<file path="config.mk">
export PLATFORM = sky130hd
export DESIGN_NAME = fvp_front
export DESIGN_NICKNAME = d
export VERILOG_FILES = /design/src/hw/rtl/fvp_pkg.sv /design/src/hw/rtl/fvp_front.sv
export SDC_FILE = /design/constraint.sdc
export NUM_CORES = 1
export LEC_CHECK = 0
export BUFFER_PORTS_ARGS = -buffer_cell sky130_fd_sc_hd__buf_2
export CORE_AREA = 8 8 170 172
export CTS_BUF_LIST = sky130_fd_sc_hd__clkbuf_8
export CTS_CLUSTER_DIAMETER = 200
export CTS_CLUSTER_SIZE = 28
export DETAILED_ROUTE_END_ITERATION = 12
export DIE_AREA = 0 0 178 180
export PLACE_DENSITY = 0.7
export RECOVER_POWER = 50
export SLEW_MARGIN = 20
export SYNTH_ARGS = -nofsm -noshare
export SYNTH_HDL_FRONTEND = slang
export SYNTH_SLANG_ARGS = --single-unit
</file>
<file path="constraint.sdc">
create_clock -name clk -period 13.55 [get_ports clk]
set_clock_uncertainty 0.1 [all_clocks]
set_input_delay 4.065 -clock clk [delete_from_list [all_inputs] [get_ports clk]]
set_output_delay 4.065 -clock clk [all_outputs]
set_load 0.01 [all_outputs]
</file>
<file path="src/hw/rtl/fvp_pkg.sv">
// ---------------------------------------------------------------------------
// fvp_pkg
// Shared constants, codes and types of the force vector polar motor drive.
// ---------------------------------------------------------------------------
package fvp_pkg;

	// Default parameter values
	localparam int FORCE_BITS_DEF    = 18;
	localparam int CORDIC_STAGES_DEF = 20;

	// Fixed field widths
	localparam int SPEED_BITS = 14;
	localparam int DPU_BITS   = 16;
	localparam int DUTY_BITS  = 24;
	localparam int DEG_BITS   = 9;
	localparam int CLS_BITS   = 3;
	localparam int WR_IDX_BITS  = 1;
	localparam int WR_DATA_BITS = 24;

	// Configuration register indexes
	localparam logic [WR_IDX_BITS-1:0] REG_DUTY_PER_UNIT = 1'd0;
	localparam logic [WR_IDX_BITS-1:0] REG_PWM_PERIOD    = 1'd1;

	// Configuration reset values
	localparam logic [DPU_BITS-1:0]  DPU_RESET    = 16'd1000;
	localparam logic [DUTY_BITS-1:0] PERIOD_RESET = 24'd5000000;

	// Decoupling queue between classifier and CORDIC back end
	localparam int QUEUE_DEPTH = 4;
	localparam int LEVEL_BITS  = $clog2(QUEUE_DEPTH + 1);

	// CORDIC number formats: binary angle with a full turn of 2^32
	localparam int COMP_BITS = 64;
	localparam int Z_BITS    = 34;
	localparam int FRAC_TOP  = 60;
	localparam logic [31:0] QUARTER_TURN = 32'h4000_0000;
	localparam logic [31:0] HALF_TURN    = 32'h8000_0000;
	localparam logic [31:0] THREE_QUARTER_TURN = 32'hC000_0000;
	localparam logic [31:0] INV_GAIN_Q32 = 32'd2608131496;
	localparam logic [DEG_BITS-1:0] DEG_TURN = 9'd360;

	// atan(2^-i) in binary angle units
	localparam logic [31:0] ATAN_TURN [32] = '{
		32'd536870912, 32'd316933406, 32'd167458907, 32'd85004756,
		32'd42667331,  32'd21354465,  32'd10679838,  32'd5340245,
		32'd2670163,   32'd1335087,   32'd667544,    32'd333772,
		32'd166886,    32'd83443,     32'd41722,     32'd20861,
		32'd10430,     32'd5215,      32'd2608,      32'd1304,
		32'd652,       32'd326,       32'd163,       32'd81,
		32'd41,        32'd20,        32'd10,        32'd5,
		32'd3,         32'd1,         32'd1,         32'd0
	};

	// Direction class of one force vector
	typedef logic [CLS_BITS-1:0] cls_t;
	localparam cls_t CLS_POS_X = 3'd0;
	localparam cls_t CLS_NEG_X = 3'd1;
	localparam cls_t CLS_POS_Y = 3'd2;
	localparam cls_t CLS_NEG_Y = 3'd3;
	localparam cls_t CLS_Q1    = 3'd4;
	localparam cls_t CLS_Q2    = 3'd5;
	localparam cls_t CLS_Q3    = 3'd6;
	localparam cls_t CLS_Q4    = 3'd7;

	// Queue status seen by both sides
	typedef struct packed {
		logic                  empty;
		logic [LEVEL_BITS-1:0] level;
	} q_stat_t;

endpackage

</file>
<file path="src/hw/rtl/fvp_front.sv">
// ---------------------------------------------------------------------------
// fvp_front
// Accepts requests, folds the force into the first quadrant, classifies its
// direction and works out bridge pins and clamped PWM duty.
// ---------------------------------------------------------------------------
module fvp_front #(
	parameter int FORCE_BITS = fvp_pkg::FORCE_BITS_DEF,
	parameter int ENTRY_W    = 2 * FORCE_BITS + fvp_pkg::CLS_BITS + 2 + fvp_pkg::DUTY_BITS
) (
	input  logic                                clk,
	input  logic                                arst_n,
	input  logic                                in_valid,
	output logic                                in_stall,
	input  logic signed [FORCE_BITS-1:0]        force_x,
	input  logic signed [FORCE_BITS-1:0]        force_y,
	input  logic signed [fvp_pkg::SPEED_BITS-1:0] speed_z,
	input  logic                                wr_en,
	input  logic [fvp_pkg::WR_IDX_BITS-1:0]     wr_idx,
	input  logic [fvp_pkg::WR_DATA_BITS-1:0]    wr_data,
	input  fvp_pkg::q_stat_t                    q_stat,
	output logic                                push,
	output logic [ENTRY_W-1:0]                  push_data
);

	localparam int SB = fvp_pkg::SPEED_BITS;
	localparam int DB = fvp_pkg::DUTY_BITS;
	localparam int PB = SB + fvp_pkg::DPU_BITS;
	localparam int LEVEL_BITS1 = fvp_pkg::LEVEL_BITS + 1;

	logic [fvp_pkg::DPU_BITS-1:0] dpu_q;
	logic [DB-1:0]                period_q;

	logic [FORCE_BITS-1:0] fx_u, fy_u, ax, ay;
	logic [SB-1:0]         sz_u, spd_abs;
	logic                  fx_zero, fy_zero;
	fvp_pkg::cls_t         cls;
	logic                  in_acc;

	logic                  v_s1;
	logic [FORCE_BITS-1:0] ax_s1, ay_s1;
	fvp_pkg::cls_t         cls_s1;
	logic                  dira_s1, dirb_s1;
	logic [SB-1:0]         spd_s1;

	logic [PB-1:0]         duty_prod;
	logic [DB-1:0]         duty_clamp;

	// Hold configuration registers
	always_ff @(posedge clk or negedge arst_n) begin
		if (!arst_n) begin
			dpu_q    <= fvp_pkg::DPU_RESET;
			period_q <= fvp_pkg::PERIOD_RESET;
		end else if (wr_en) begin
			case (wr_idx)
				fvp_pkg::REG_DUTY_PER_UNIT: dpu_q    <= wr_data[fvp_pkg::DPU_BITS-1:0];
				fvp_pkg::REG_PWM_PERIOD:    period_q <= wr_data[DB-1:0];
				default: ;
			endcase
		end
	end

	// Stall while the queue could not take what is already in flight
	assign in_stall = (({1'b0, q_stat.level}) + (LEVEL_BITS1'(v_s1))) >=
		(LEVEL_BITS1'(fvp_pkg::QUEUE_DEPTH));
	assign in_acc = in_valid && !in_stall;

	// Fold into first quadrant
	always_comb begin
		fx_u    = force_x;
		fy_u    = force_y;
		sz_u    = speed_z;
		ax      = fx_u[FORCE_BITS-1] ? (~fx_u + 1'b1) : fx_u;
		ay      = fy_u[FORCE_BITS-1] ? (~fy_u + 1'b1) : fy_u;
		spd_abs = sz_u[SB-1] ? (~sz_u + 1'b1) : sz_u;
		fx_zero = (fx_u == '0);
		fy_zero = (fy_u == '0);
	end

	// Classify direction: axes are exact, quadrants go to the CORDIC
	always_comb begin
		if (fy_zero)
			cls = fx_u[FORCE_BITS-1] ? fvp_pkg::CLS_NEG_X : fvp_pkg::CLS_POS_X;
		else if (fx_zero)
			cls = fy_u[FORCE_BITS-1] ? fvp_pkg::CLS_NEG_Y : fvp_pkg::CLS_POS_Y;
		else if (!fx_u[FORCE_BITS-1] && !fy_u[FORCE_BITS-1])
			cls = fvp_pkg::CLS_Q1;
		else if (fx_u[FORCE_BITS-1] && !fy_u[FORCE_BITS-1])
			cls = fvp_pkg::CLS_Q2;
		else if (fx_u[FORCE_BITS-1])
			cls = fvp_pkg::CLS_Q3;
		else
			cls = fvp_pkg::CLS_Q4;
	end

	// Register the classified request
	always_ff @(posedge clk or negedge arst_n) begin
		if (!arst_n)
			v_s1 <= 1'b0;
		else
			v_s1 <= in_acc;
	end

	always_ff @(posedge clk) begin
		if (in_acc) begin
			ax_s1   <= ax;
			ay_s1   <= ay;
			cls_s1  <= cls;
			dira_s1 <= !sz_u[SB-1] && (sz_u != '0);
			dirb_s1 <= sz_u[SB-1];
			spd_s1  <= spd_abs;
		end
	end

	// Scale speed to duty and clamp to the period
	always_comb begin
		duty_prod  = PB'(spd_s1) * PB'(dpu_q);
		duty_clamp = (duty_prod > PB'(period_q)) ? period_q : duty_prod[DB-1:0];
	end

	assign push      = v_s1;
	assign push_data = {ax_s1, ay_s1, cls_s1, dira_s1, dirb_s1, duty_clamp};

endmodule

</file>
Word level (Yosys, flattened, before mapping). Index checks and enable logic that the tools add are counted.

Add/sub/neg operators: 4. Multiply operators: 1. Magnitude comparators: 2. Multiplexer cells: 11. Bitwise gates (word level): 4. Reductions and logical operators: 13.

Operators by type and width (number): $add A18 B1 Y18 const B (2); $logic_not A18 Y1 (2); $not A18 Y18 (2); $mux W17 (2); $gt A30 B24 Y1 (1); $mul A14 B16 Y30 (1); $mux W24 (1); $add A14 B1 Y14 const B (1); $not A14 Y14 (1); $reduce_bool A14 Y1 (1); $mux W13 (1); $mux W3 (2); $add A3 B1 Y4 (1); $ge A4 B3 Y1 const B (1); $logic_and A1 B1 Y1 (4); $logic_not A1 Y1 (4); $mux W2 (2); $reduce_and A2 Y1 (2); $mux W1 (3); $not A1 Y1 (1).

Flip-flop bits (word level): 96. Bits of input ports: 83. Output and inout port bits: 67. Word-level logic and storage cells: 47.

Logic depth before layout (Yosys ltp).
Depth in word-level cells: 6. Mapped depth: 32. Mapped depth without buffers: 30.

Worst setup path before layout. No wires, ideal clock.

Kind: reg2out. Start point: reg dpu_q[6] in the netlist's numbering. End point: out push_data[10]. Data arrival time: 7789 ps. Data required time: 9385 ps. Path slack: 1596 ps. Cell stages (with the launch flop): 31. Path through: dfstp_2 -> clkbuf_1 -> nand2_1 -> fa_1 -> fa_1 -> inv_1 -> fa_1 -> fa_1 -> fa_1 -> inv_1 -> fa_1 -> inv_1 -> ha_1 -> buf_2 -> and4_1 -> o2111ai_1 -> a21o_1 -> nor3b_1 -> nor2b_1 -> a31o_2 -> xor2_1 -> ha_1 -> nand4_1 -> nor4_1 -> o311a_1 -> a211o_1 -> o21ai_0 -> o2111ai_2 -> nor4_4 -> buf_6 -> mux2_4.

Cells in the longest elaborated chain, start to end: 3.

RTL lines: start, declared (line fvp_front.sv:30) `logic [fvp_pkg::DPU_BITS-1:0] dpu_q;`; start signal, assigned (line fvp_front.sv:51) `dpu_q <= fvp_pkg::DPU_RESET;`; start signal, assigned (line fvp_front.sv:55) `fvp_pkg::REG_DUTY_PER_UNIT: dpu_q <= wr_data[fvp_pkg::DPU_BITS-1:0];`; $mul A14 B16 Y30 (*) (line fvp_front.sv:116) `duty_prod = PB'(spd_s1) * PB'(dpu_q);`; $gt A30 B24 Y1 (line fvp_front.sv:117) `duty_clamp = (duty_prod > PB'(period_q)) ? period_q : duty_prod[DB-1:0];`; $mux W24 (*) (line fvp_front.sv:117); end, declared (line fvp_front.sv:22) `output logic [ENTRY_W-1:0] push_data`.

Every way passes the cells marked *; elsewhere a longest branch is shown, timed or not.

Final worst setup path.
Start point: reg dpu_q[6] in the netlist's numbering. End point: out push_data[4].

Cells in the longest elaborated chain, start to end: 3.

RTL lines (line): $mul A14 B16 Y30 (fvp_front.sv:116); $gt A30 B24 Y1 (fvp_front.sv:117); $mux W24 (fvp_front.sv:117).

Every way passes these cells.

==> results.yml <==
floorplan:
  rows: 60
  die_area_mm2: 0.0320
  start_util_pct: 48.8
  num_io_pins: 150
  die_y_um: 180
  core-area_mm2: 0.0264
  dieWidth_um: 178
timing:
  tns_ns: 0
  rsz0062_at_grt: "false"
  timing.fmax_ghz: 0.0762
  hold_viol: 0
  maxSlewViolCount: 99
  post-route-min-period_ns: 13.12
  setup_viol: 0
  post-route-period-util_pct: 96.8
  slew_headroom_pct: -99.0
  tightest_slew_ns: 2.98
global_routing:
  grt_pass1_vias: 10200
  track_usage_pct: 19.3
  grt_pass1_wl_um: 49800
  gr-total-overflow: 0
  grt_max_degree: 57
  antenna_found_initial: 0
status:
  status: "finished, violations left"
  violations: "capacitance limit, slew limit"
route:
  vias: 9682
  viasPerCell: 5.35
  routed_wl_um: 30300
  dr.pass1.iters: 5
  drcViolationCount: 0
  drtIter0Drc: 378
  routed_wire_length_per_instance_um: 16.8
  ant_nets: 0
yosys:
  synth_top_area_share_pct: 25.7
  syn_inst: 1318
  synth-async-reset-ratio_pct: 42.7
  yosys-top-cells-count: "inv_1 (230), fa_1 (165), nand2_1 (162)"
  ys.flop_type: "edfxtp_1"
  avgSynthCellArea_um2: 9.75
  synth_edf_count: 55
  yosys.area.top_type: "fa_1"
  ys_seq_area_share_pct: 21.0
  synthDistinctLibCells: 59
  synthesis.area_mm2: 0.0128
  yosysMostFrequentCell: "inv_1"
  syn_nets: 1689
  synth_seq_cells: 96
  netlist_top_cells_area: "fa_1 (26%), edfxtp_1 (13%), ha_1 (12%)"
  yosysWarnings: 0
worst_setup_path:
  r2r-start: "push"
  reg2reg_slack_ns: 10.11
  crit_path_end: "push_data[4]"
  cpMostUsedCell: "fa_1"
  cp-end-kind: "output pin"
  crit_type: "register to output pin"
  cp.arrival_ns: 8.96
  cp_slowest_stage_delay_ns: 0.79
  crit_cells: 28
  start_kind: "register"
  cp_slowest_cell: "dfstp_2"
  cp_top_family: "adder cells"
  rr_endpoint: "spd_s1[4]"
  reg2regPathDepth: 3
  crit_path_start: "dpu_q[6]"
  path_max_fanout: 24
  crit_required_ns: 9.38
  crit_buf_inv: 5
place:
  dp_hpwl_um: 24100
  place_congestion: 0.867
  place_area_mm2: 0.0139
  io_buffer_count: 148
clocking:
  clkTransAtPathRegs_ns: 0.12
  numCtsBuffers: 9
  cts-root-buf: "clkbuf_8"
  tritoncts: "built"
  htree_levels: 3
  clk_latency_ns: 0.38
  cts-hold-fix-buffers: 0
  cts_buffer_depth: 2
  cts_sinks: 96
layout:
  syn_to_final_growth_pct: 10.9
  n_antenna_cell: 0
  fillers: 2386
  finalInstanceArea_mm2: 0.0143
  final_util_pct: 54.1
  fin_nets: 1834
  drive_gt1_share_pct: 17.5
min_path:
  holdPathStages: 1
  hold_class: "register to register"
run:
  cap_violations: 2
-- worst reg2reg max path: stages, from the launching register on --
cell and delay (ns):
dfrtp_1 0.40, a31o_2 0.27, nor2_4 0.07, clkbuf_1 2.09
-- final cells by class --
cell class | instances | area, µm² | share of cell area [%]
Clock buffer | 9 | 124 | 0.869
Inverter | 230 | 863 | 6.06
Multi-Input combinational cell | 941 | 9070 | 63.7
Clock inverter | 7 | 85.1 | 0.597
Tap cell | 341 | 427 | 2.99
Timing Repair Buffer | 185 | 982 | 6.89
Sequential cell | 96 | 2700 | 18.9
-- layer usage --
metal	vias to the layer above	GRT usage (%)	wire (µm)
met4	0	6.20	901
met3	53	4.86	1830
met1	4845	22.3	11900
met2	236	34.2	15700
li1	4548	-	-
met5	-	0	0
-- registers in the layout (all words and copies together), names as in the netlist --
name	count
push	1
period_q	24
dirb_s1	1
ax_s1	18
dpu_q	16
dira_s1	1
ay_s1	18
spd_s1	14
cls_s1	3
-- placed cells by master (no fill, tap or decap), types with 18 or more instances in the layout --
cell type / netlist / routed
a21oi_1: 38 / 38
nor2_1: 25 / 24
ha_1: 123 / 123
buf_2: 3 / 115
fa_1: 165 / 165
clkbuf_1: 40 / 35
buf_4: 2 / 34
and2_1: 111 / 111
o21ai_0: 37 / 36
xnor2_1: 53 / 53
inv_1: 230 / 230
mux2_4: 18 / 18
nand2_1: 162 / 162
mux2_2: 44 / 44
edfxtp_1: 55 / 55
dfrtp_1: 27 / 24
-- repair_timing --
action / in CTS / in global routing
setup endpoints to repair: 0 / 24
setup buffers: 0 / 26
resized for setup: 0 / 4
-- worst min-delay path by stage --
stage / startpoint / to
after floorplan: period_q[3] / period_q[3]
after global placement: period_q[3] / period_q[3]
after detailed placement: period_q[3] / period_q[3]
after CTS: period_q[3] / period_q[3]
after global routing: period_q[3] / period_q[3]
final: period_q[3] / period_q[3]
-- cells by family (layout without fill, tap and decap cells) --
group	Yosys count	in the layout	share of synthesized area [%]
simple gates	373	373	14.6
fa+ha+maj	288	288	37.7
buf+inv	281	431	8.47
compound gates	156	156	8.08
flops	96	96	21.0
mux	65	65	6.19
xor+xnor	59	59	4.02
-- metrics by stage --
| step | cells | hold WS, ns | worst slack (ns) |
|---|---|---|---|
| 2_1_floorplan | 1318 | 0.379 | 1.60 |
| 5_1_grt | 1809 | 0.463 | 0.0207 |
| 3_3_place_gp | 1767 | 0.389 | 0.670 |
| 3_5_place_dp | 1767 | 0.394 | 0.579 |
| 4_1_cts | 1783 | 0.423 | 0.130 |
| 6_report | 1809 | 0.427 | 0.428 |
Power is left out: the tool's default activity adds up to more than one toggle a clock period on the data nets, which glitch-free logic cannot reach.
