--- src/hw/rtl/fvp_pkg.sv ---
// ---------------------------------------------------------------------------
// fvp_pkg
// Shared constants, codes and types of the force vector polar motor drive.
// ---------------------------------------------------------------------------
package fvp_pkg;

	// Default parameter values
	localparam int FORCE_BITS_DEF    = 18;
	localparam int CORDIC_STAGES_DEF = 20;

	// Fixed field widths
	localparam int SPEED_BITS = 14;
	localparam int DPU_BITS   = 16;
	localparam int DUTY_BITS  = 24;
	localparam int DEG_BITS   = 9;
	localparam int CLS_BITS   = 3;
	localparam int WR_IDX_BITS  = 1;
	localparam int WR_DATA_BITS = 24;

	// Configuration register indexes
	localparam logic [WR_IDX_BITS-1:0] REG_DUTY_PER_UNIT = 1'd0;
	localparam logic [WR_IDX_BITS-1:0] REG_PWM_PERIOD    = 1'd1;

	// Configuration reset values
	localparam logic [DPU_BITS-1:0]  DPU_RESET    = 16'd1000;
	localparam logic [DUTY_BITS-1:0] PERIOD_RESET = 24'd5000000;

	// Decoupling queue between classifier and CORDIC back end
	localparam int QUEUE_DEPTH = 4;
	localparam int LEVEL_BITS  = $clog2(QUEUE_DEPTH + 1);

	// CORDIC number formats: binary angle with a full turn of 2^32
	localparam int COMP_BITS = 64;
	localparam int Z_BITS    = 34;
	localparam int FRAC_TOP  = 60;
	localparam logic [31:0] QUARTER_TURN = 32'h4000_0000;
	localparam logic [31:0] HALF_TURN    = 32'h8000_0000;
	localparam logic [31:0] THREE_QUARTER_TURN = 32'hC000_0000;
	localparam logic [31:0] INV_GAIN_Q32 = 32'd2608131496;
	localparam logic [DEG_BITS-1:0] DEG_TURN = 9'd360;

	// atan(2^-i) in binary angle units
	localparam logic [31:0] ATAN_TURN [32] = '{
		32'd536870912, 32'd316933406, 32'd167458907, 32'd85004756,
		32'd42667331,  32'd21354465,  32'd10679838,  32'd5340245,
		32'd2670163,   32'd1335087,   32'd667544,    32'd333772,
		32'd166886,    32'd83443,     32'd41722,     32'd20861,
		32'd10430,     32'd5215,      32'd2608,      32'd1304,
		32'd652,       32'd326,       32'd163,       32'd81,
		32'd41,        32'd20,        32'd10,        32'd5,
		32'd3,         32'd1,         32'd1,         32'd0
	};

	// Direction class of one force vector
	typedef logic [CLS_BITS-1:0] cls_t;
	localparam cls_t CLS_POS_X = 3'd0;
	localparam cls_t CLS_NEG_X = 3'd1;
	localparam cls_t CLS_POS_Y = 3'd2;
	localparam cls_t CLS_NEG_Y = 3'd3;
	localparam cls_t CLS_Q1    = 3'd4;
	localparam cls_t CLS_Q2    = 3'd5;
	localparam cls_t CLS_Q3    = 3'd6;
	localparam cls_t CLS_Q4    = 3'd7;

	// Queue status seen by both sides
	typedef struct packed {
		logic                  empty;
		logic [LEVEL_BITS-1:0] level;
	} q_stat_t;

endpackage

--- src/hw/rtl/fvp_queue.sv ---
// ---------------------------------------------------------------------------
// fvp_queue
// Short request queue between the classifier and the CORDIC back end.
// ---------------------------------------------------------------------------
module fvp_queue #(
	parameter int WIDTH = 8
) (
	input  logic             clk,
	input  logic             arst_n,
	input  logic             push,
	input  logic [WIDTH-1:0] push_data,
	input  logic             pop,
	output logic [WIDTH-1:0] pop_data,
	output fvp_pkg::q_stat_t stat
);

	localparam int DEPTH    = fvp_pkg::QUEUE_DEPTH;
	localparam int PTR_BITS = $clog2(DEPTH);
	localparam int LB       = fvp_pkg::LEVEL_BITS;

	logic [WIDTH-1:0]    entry_q [DEPTH];
	logic [PTR_BITS-1:0] wr_ptr_q, rd_ptr_q;
	logic [LB-1:0]       level_q;

	// Store pushed requests
	always_ff @(posedge clk) begin
		if (push)
			entry_q[wr_ptr_q] <= push_data;
	end

	// Advance pointers and level
	always_ff @(posedge clk or negedge arst_n) begin
		if (!arst_n) begin
			wr_ptr_q <= '0;
			rd_ptr_q <= '0;
			level_q  <= '0;
		end else begin
			if (push)
				wr_ptr_q <= (wr_ptr_q == PTR_BITS'(DEPTH - 1)) ? '0 : wr_ptr_q + 1'b1;
			if (pop)
				rd_ptr_q <= (rd_ptr_q == PTR_BITS'(DEPTH - 1)) ? '0 : rd_ptr_q + 1'b1;
			case ({push, pop})
				2'b10:   level_q <= level_q + 1'b1;
				2'b01:   level_q <= level_q - 1'b1;
				default: level_q <= level_q;
			endcase
		end
	end

	assign pop_data   = entry_q[rd_ptr_q];
	assign stat.empty = (level_q == '0);
	assign stat.level = level_q;

endmodule

--- config.mk ---
export PLATFORM = sky130hd
export DESIGN_NAME = fvp_queue
export DESIGN_NICKNAME = d
export VERILOG_FILES = /design/src/hw/rtl/fvp_pkg.sv /design/src/hw/rtl/fvp_queue.sv
export SDC_FILE = /design/constraint.sdc
export NUM_CORES = 1
export LEC_CHECK = 0
export BUFFER_PORTS_ARGS = -buffer_cell sky130_fd_sc_hd__buf_2
export CORE_AREA = 2 2 78 61
export CTS_CLUSTER_SIZE = 8
export DETAILED_ROUTE_END_ITERATION = 8
export DIE_AREA = 0 0 80 63
export GPL_TIMING_DRIVEN = 0
export PLACE_DENSITY = 0.67
export RECOVER_POWER = 25
export SETUP_SLACK_MARGIN = 0.02
export SYNTH_ARGS = -nofsm -noshare
export SYNTH_HDL_FRONTEND = slang
export SYNTH_SLANG_ARGS = --single-unit
export TNS_END_PERCENT = 50
--- constraint.sdc ---
create_clock -name clk -period 3.7 [get_ports clk]
set_input_delay 0 -clock clk [delete_from_list [all_inputs] [get_ports clk]]
set_output_delay 0 -clock clk [all_outputs]
set_load 0.05 [all_outputs]
# --- After elaboration in Yosys (flattened, before gate mapping) ---
# Memories as Yosys holds them, arrays and structs flattened.
# Cells that the tools add are included.
classes:
  n_reduce_logical: 2
  muxes: 5
  eq_ne: 4
  addsub: 4
op_table:
  columns: ["operator", "n"]
  rows:
  - ["$eq A2 B2 Y1 const B", 3]
  - ["$pmux W3 S2", 1]
  - ["$add A2 B1 Y2 const B", 2]
  - ["$mux W2", 2]
  - ["$add A3 B1 Y3 const B", 1]
  - ["$logic_not A3 Y1", 1]
  - ["$sub A3 B1 Y3 const B", 1]
  - ["$eq A2 B1 Y1 const B", 1]
  - ["$mux W1", 2]
  - ["$reduce_bool A2 Y1", 1]
totals:
  wordCells: 19
  out_inout_bits: 12
  in_bits: 12
  ramBits: 32
  mem_count: 1
  regBits: 7
memory_table:
  columns: ["memory", "words", "width", "rd", "rd_clocked_by_memory_dff", "wr", "line", "rtl"]
  rows:
  - ["entry_q", 4, 8, 1, 0, 1, "fvp_queue.sv:21", "logic [WIDTH-1:0] entry_q [DEPTH];"]

# --- Longest topological paths before layout ---
# Gate-level depths: netlist (run 1).
logic_depth:
  ltp_word: 2
  depth_mapped: 7

# --- Worst setup path after synthesis (run 1) ---
# OpenSTA, ideal clock, no wires.
synth_timing:
  kind: "register -> output"
  start: "register level_q[0]"
  end: "output port stat[3] in the netlist's numbering"
  t_required_ns: 3.700
  path_buffers: 0
  path_stages_with_launch: 2
  t_arrival_ns: 1.737
  slack_ns: 1.963
  path_cell_list: "dfrtp_1 nor3_1"
synth_lines:
  columns: ["item", "line", "rtl"]
  rows:
  - ["start, declared", "fvp_queue.sv:23", "logic [LB-1:0] level_q;"]
  - ["start signal, assigned", "fvp_queue.sv:43", "2'b10: level_q <= level_q + 1'b1;"]
  - ["start signal, assigned", "fvp_queue.sv:44", "2'b01: level_q <= level_q - 1'b1;"]
  - ["start signal, assigned", "fvp_queue.sv:45", "default: level_q <= level_q;"]
  - ["end, declared", "fvp_queue.sv:14", "output fvp_pkg::q_stat_t stat"]

# --- Worst setup path in the final report (run 1) ---
layout_timing:
  start: "register rd_ptr_q[0]"
  end: "output port pop_data[2]"
layout_via:
  elab_chain_len: 1
layout_lines:
  columns: ["item", "line", "rtl"]
  rows:
  - ["start, declared", "fvp_queue.sv:22", "logic [PTR_BITS-1:0] wr_ptr_q, rd_ptr_q;"]
  - ["start signal, assigned", "fvp_queue.sv:41", "rd_ptr_q <= (rd_ptr_q == PTR_BITS'(DEPTH - 1)) ? '0 : rd_ptr_q + 1'b1;"]
  - ["$mem_v2 Z4 W8", null, null]
  - ["end, declared", "fvp_queue.sv:13", "output logic [WIDTH-1:0] pop_data,"]
# No other way between the ends.

==> PnR_summary.wiki, run 1 <==
{| class="wikitable"
! Metric !! Value
|-
| Placed instance area || 0.00175 mm2
|-
| Actual slew at the worst max-slew pin || 0.448 ns
|-
| Maximum number of pins on one net before global-route repair || 13
|-
| Register-to-register setup slack || 2.26 ns
|-
| Quantity of I/O buffers inserted on ports || 23
|-
| HP Class || in -> reg
|-
| Die Span Y || 63 um
|-
| Fraction of synthesized cell area taken by the top area cell type || 61.3%
|-
| Ratio of total power to cell area || 838 mW/mm2
|-
| Number of global-route vias before repair || 899
|-
| Mean number of vias per cell || 4.54
|-
| Switching part of the total power || 39.2%
|-
| Maximum resistive drop on vdd || 0.289 mV
|-
| Area growth, synth to finish || 24.7%
|-
| Number of cells after detailed placement || 159
|-
| Global-route wire length before repair || 4150 um
|-
| Hold slack || 0.00799 ns
|-
| Cells taking the most area after synthesis || edfxtp_1 61%, mux4_2 12%, dfrtp_1 11%
|-
| Violation count after the first detailed-route iteration || 16
|-
| Final Max Tran Viols || 0
|-
| Status || finished, final reports clean
|-
| Final worst-path setup slack || 2.10 ns
|-
| Count of endpoints failing hold in the final timing report || 0
|-
| CTS Root Cell || clkbuf_8
|-
| CTS Hold Buffers Added || 10
|-
| Final core occ || 45.3%
|-
| Most instantiated cells after synthesis || 32 x edfxtp_1, 8 x mux4_2, 7 x dfrtp_1
|-
| Post-Synthesis Net Count || 98
|-
| Setup Crit Path Kind || reg -> out
|-
| Post-Layout Inst Area || 0.00195 mm2
|-
| TritonCTS Sinks || 39
|-
| Area of the mapped netlist || 0.00157 mm2
|-
| Most used standard cell by instance count after synthesis || edfxtp_1
|-
| Count of synthesis-stage warnings from yosys || 0
|-
| Leading area contributor after synthesis || edfxtp_1
|-
| Count of fill cells added during filler insertion || 389
|-
| Leak || 0.739 nW
|-
| Setup TNS || 0 ns
|-
| Rows || 21
|-
| Post-detailed-route count of antenna-violating nets || 0
|-
| Pre-CTS setup slack || 2.26 ns
|-
| Post-DP HPWL || 1790 um
|-
| Top Ports || 24
|-
| Sequential group share of total power || 38.0%
|-
| WHS Path Cells || 2
|-
| Part of the power in the clock network || 20.4%
|-
| Antenna violations before repair || 0
|-
| Level count of the clock H-tree || 2
|-
| Storage element area || 0.00114 mm2
|-
| Initial core utilization || 36.4%
|-
| Worst endpoint required time || 3.70 ns
|-
| Share of synthesized registers carrying an async set or reset || 17.9%
|-
| Post-synth cell types || 18
|-
| Drt first pass iters || 4
|-
| Max frequency || 625 MHz
|-
| Pwr Total || 1.64 mW
|-
| Clock insertion delay at the later pin of the skew report || 0.28 ns
|-
| Global router's overall resource usage || 11.3%
|-
| Fin crit period || 1.60 ns
|-
| Crit path DAT || 1.60 ns
|-
| Post-CTS setup buffers || 0
|-
| Largest buffer count on any clock path || 2
|-
| Syn Area/Cell || 19.8 um2
|-
| Number of failing setup endpoints in the final timing report || 0
|-
| Final Non-Filler Cells || 177
|-
| MaxCap Viol Count || 0
|-
| Final weighted congestion in routability-driven placement || 0.850
|-
| Die width || 80 um
|-
| Inserted Diodes || 0
|-
| Num CTS Buffers || 5
|-
| Internal Power || 995 uW
|-
| Depth of the worst register-to-register path || 5
|-
| Launching element type of the critical path || flip-flop
|-
| Final Skew || 0.00546 ns
|-
| Global-route congestion overflow total || 0
|-
| Post_cts resized || 0
|-
| Clock-pin slew on the worst setup and hold paths || 0.07 ns
|-
| Placeable Area || 0.00431 mm2
|-
| Relative slew margins || 70.1%
|-
| Maximum fanout along the worst path || 10
|-
| Final cycle utilization of the critical path || 43.2%
|-
| Synth Instances || 79
|-
| Sw Pwr || 642 uW
|-
| DRC violation count after routing || 0
|-
| CTS tree || built
|-
| Total Die Area || 0.00504 mm2
|-
| Number of storage elements in the synthesis netlist || 39
|-
| Final wirelength || 2540 um
|-
| EDFF count, synth || 32
|-
| Most used flip-flop cell after synthesis || edfxtp_1
|-
| Vias || 803
|-
| Portion of total power attributed to combinational logic || 41.5%
|-
| Critical path endpoint category || output port
|-
| Area occupied by multi-input gates || 392 um2
|-
| Routed wire per std cell || 14.3 um
|-
| Sequential-to-total area share from yosys stat || 72.5%
|-
| Layout net count || 138
|-
| Fraction of layout instances using a drive strength above 1 || 30.0%
|-
| Unrepaired setup endpoints after global routing || no
|}
-- worst max-delay path, cell delays in order (launching register included) --
cell	delay, ns
dfrtp_1	0.38
buf_6	0.19
mux4_2	0.52
buf_2	0.23
-- placed cells by master (no fill, tap or decap) --
cell type,synthesis,layout
mux4_2,8,8
xnor2_1,1,1
nor2_1,2,2
ha_1,6,6
buf_6,1,1
or3_1,1,1
nand2_1,1,1
and2_1,4,4
fa_1,1,1
o21ai_0,2,2
nor3_1,1,1
clkbuf_1,0,6
edfxtp_1,32,32
buf_2,1,18
dlygate4sd3_1,0,10
inv_1,6,6
clkinv_1,0,1
dfrtp_1,7,7
bufinv_16,0,1
clkinv_2,0,1
xor2_1,2,2
mux2_2,2,2
clkbuf_8,0,5
mux2i_1,1,1
-- cell type report --
class	count	area share [%]
clock buffer	5	3.52
tap	57	3.65
timing repair buffer	33	10.6
multi-input combinational	32	20.1
sequential	39	58.2
buffer	2	0.833
inverter	6	1.15
clock inverter	3	1.99
-- cell families (layout without fill, tap and decap cells) --
kind of cell / count (synthesis) / after routing / synth area share [%]
AOI/OAI and AO/OA: 2 / 2 / 0.639
xor gates and xnor gates: 3 / 3 / 1.68
muxes: 11 / 11 / 13.6
DFF: 39 / 39 / 72.5
buffers and inverters: 8 / 49 / 2.48
and+or+nand+nor: 9 / 9 / 3.03
adders and majority gates: 7 / 7 / 6.07
-- worst paths after layout --
| kind | end | start |
|---|---|---|
| setup / recovery | pop_data[2] | rd_ptr_q[0]$_DFFE_PN0P_ |
| hold / removal | rd_ptr_q[0]$_DFFE_PN0P_ | pop |
| setup reg to reg | level_q[2]$_DFFE_PN0P_ | level_q[0]$_DFFE_PN0P_ |
| hold reg to reg | level_q[2]$_DFFE_PN0P_ | level_q[2]$_DFFE_PN0P_ |
| max in group asynchronous | rd_ptr_q[1]$_DFFE_PN0P_ | arst_n |
| min in group asynchronous | level_q[2]$_DFFE_PN0P_ | arst_n |
-- power by group through the flow --
stage,Clock (mW),Sequential (mW),Combinational (mW)
final,0.335,0.623,0.680
after global routing,0.358,0.635,0.732
after CTS,0.342,0.625,0.694
after detailed placement,0,0.634,0.685
after global placement,0,0.622,0.668
after floorplan,0,0.680,0.488
-- state kept, by name, summed over array words and instances (netlist names) --
name,flops
level_q,3
wr_ptr_q,2
rd_ptr_q,2
entry_q,32
-- routing by layer --
metal | up-vias | part of all wire, % | track usage [%]
li1 | 378 | - | -
met1 | 396 | 41 | 12.3
met2 | 20 | 51 | 19.3
met3 | 9 | 4.5 | 3.61
met4 | 0 | 3.1 | 6.36
met5 | - | 0 | 0
(Power assumes the default switching activity.)
==> run 2, diff against run 1 <==
- clock period: 3.7 -> 1.6 ns (I/O delays scaled with it)
==> run 2 against run 1 <==
Via count up 2.2%. Critical path depth unchanged. Combinational power rose to 2.8 times the previous value. Global-route usage up 0.98 points. Register-to-register slack worse by 2.1 ns. First-iteration DRC count down 38%. Critical path type unchanged. Critical endpoint is now pop_data[6]. Largest cell class unchanged.
==> PnR_summary.wiki, run 2 (synthesis results as in run 1) <==
{| class="wikitable"
! Metric !! Value
|-
| Status || finished, final reports clean
|-
| Vias || 821
|-
| Unrepaired setup endpoints after global routing || yes
|-
| Final worst-path setup slack || 0.0494 ns
|-
| Maximum fanout along the worst path || 4
|-
| Highest-delay cell along the critical path || mux4_2
|-
| Clock-pin slew on the worst setup and hold paths || 0.07 ns
|-
| Pre-CTS setup slack || 0.132 ns
|-
| Post-DP HPWL || 1740 um
|-
| Setup Crit Path Kind || reg -> out
|-
| Top Registers || entry_q x32, level_q x3
|-
| Global-route congestion overflow total || 0
|-
| Fin crit period || 1.55 ns
|-
| Count of fill cells added during filler insertion || 389
|-
| Global-route wire length before repair || 4420 um
|-
| Clock insertion delay at the later pin of the skew report || 0.29 ns
|-
| Largest buffer count on any clock path || 2
|-
| Leak || 0.769 nW
|-
| Max frequency || 645 MHz
|-
| Number of global-route vias before repair || 912
|-
| Relative slew margins || 68.7%
|-
| Inserted Diodes || 0
|-
| Worst-path cell chain || clkbuf_16 -> mux4_2 -> buf_8
|-
| Total Die Area || 0.00504 mm2
|-
| Worst endpoint required time || 1.60 ns
|-
| Antenna violations before repair || 0
|-
| Final Non-Filler Cells || 180
|-
| Launching element type of the critical path || flip-flop
|-
| DRC violation count after routing || 0
|-
| Violation count after the first detailed-route iteration || 10
|-
| Num CTS Buffers || 5
|-
| End of the worst register-to-register path || entry_q[0][5]$_DFFE_PP_
|-
| CTS Root Cell || clkbuf_8
|-
| Number of failing setup endpoints in the final timing report || 0
|-
| Count of endpoints failing hold in the final timing report || 0
|-
| Critical path endpoint category || output port
|-
| R2r startpoint || wr_ptr_q[0]$_DFFE_PN0P_
|-
| Last element of the critical path || pop_data[6]
|-
| Largest register by flop count || entry_q
|-
| Maximum number of pins on one net before global-route repair || 13
|-
| MaxCap Viol Count || 0
|-
| Die width || 80 um
|-
| Actual slew at the worst max-slew pin || 0.470 ns
|-
| Highest-count cells in the layout ignoring fill and taps || 32 x edfxtp_1, 11 x buf_2, 11 x dlygate4sd3_1, 8 x mux4_2
|-
| CTS tree || built
|-
| Quantity of I/O buffers inserted on ports || 23
|-
| Die Span Y || 63 um
|-
| Global router's overall resource usage || 12.3%
|-
| Critical path depth in cells || 3
|-
| Drt first pass iters || 4
|-
| Ratio of total power to cell area || 1960 mW/mm2
|-
| Crit path largest cell delay || 0.52 ns
|-
| Worst setup path start || rd_ptr_q[0]$_DFFE_PN0P_
|-
| Routed wire per std cell || 14.8 um
|-
| Area growth, synth to finish || 30.5%
|-
| Most common cell after layout, fill and taps aside || edfxtp_1
|-
| Cell type group with the largest total delay on the critical path || multiplexers
|-
| Number of buffers and inverters on the critical path || 2
|-
| Final weighted congestion in routability-driven placement || 0.828
|-
| Crit path DAT || 1.55 ns
|-
| Maximum resistive drop on vdd || 0.897 mV
|-
| Initial core utilization || 36.4%
|-
| Top Ports || 24
|-
| Layout net count || 141
|-
| Final Skew || 0.00576 ns
|-
| Level count of the clock H-tree || 2
|-
| Register-to-register setup slack || 0.13 ns
|-
| Mean number of vias per cell || 4.56
|-
| Post-detailed-route count of antenna-violating nets || 0
|-
| Number of cells after detailed placement || 159
|-
| Area occupied by multi-input gates || 399 um2
|-
| Rows || 21
|-
| Placeable Area || 0.00431 mm2
|-
| TritonCTS Sinks || 39
|-
| HP Class || in -> async
|-
| Largest register FFs || 32
|-
| Final Max Tran Viols || 0
|-
| Depth of the worst register-to-register path || 3
|-
| Final wirelength || 2670 um
|-
| Storage element area || 0.00114 mm2
|-
| Fraction of layout instances using a drive strength above 1 || 34.1%
|-
| Final cycle utilization of the critical path || 96.9%
|}
-- run 2: worst register-to-register path: cells and delay by family (launching register included) --
kind,cells,cell delay (ns)
flops,1,0.42
simple gates,1,0.41
fa+ha+maj,1,0.16
buf+inv,1,0.12
-- run 2: worst min-delay path by stage --
stage	to	from	cells past startpoint
after floorplan	level_q[0]$_DFFE_PN0P_	arst_n	0
after global routing	rd_ptr_q[1]$_DFFE_PN0P_	arst_n	2
after detailed placement	level_q[1]$_DFFE_PN0P_	arst_n	1
after CTS	level_q[1]$_DFFE_PN0P_	arst_n	2
after global placement	level_q[1]$_DFFE_PN0P_	arst_n	1
final	rd_ptr_q[1]$_DFFE_PN0P_	arst_n	2
-- run 2: cell type report --
class                      instances  area share, %
buffer                             2          0.979
clock buffer                       6           3.55
clock inverter                     2          0.612
inverter                           6           1.10
multi-input combinational         32           19.5
sequential                        39           55.6
tap                               57           3.49
timing repair buffer              36           15.1
-- run 2: report_power, final --
part	internal, mW	switching (mW)	total [mW]
Combinational	0.781	1.13	1.91
Clock	0.304	0.328	0.632
Sequential	1.34	0.118	1.46
-- run 2: repair_timing --
item / CTS / global route
hold endpoints to repair: 43 / 0
hold buffers: 11 / 0
setup buffers: 1 / 0
endpoints found under the setup margin: 8 / 7
gates cloned: 1 / 0
resized for setup: 17 / 6
-- run 2: routing by layer --
layer	part of all wire, %	vias up	track usage, %
met5	0	-	0
met2	51	21	20.0
li1	-	382	-
met4	1.9	0	6.14
met1	41	412	13.8
met3	5.4	6	5.20
-- run 2: stage by stage --
stage | power [mW] | util, % | hold WS, ns | instance area, um2 | TNS, ns
after floorplan | 2.71 | - | -0.296 | 1570 | -0.0917
after global placement | 3.00 | 40.8 | -0.165 | 1760 | 0
after detailed placement | 3.07 | 40.8 | -0.158 | 1760 | 0
after CTS | 4.00 | 47.2 | 0.0612 | 2040 | 0
after global routing | 4.22 | 47.4 | 0.177 | 2040 | 0
final | 4.00 | 47.4 | 0.133 | 2040 | 0
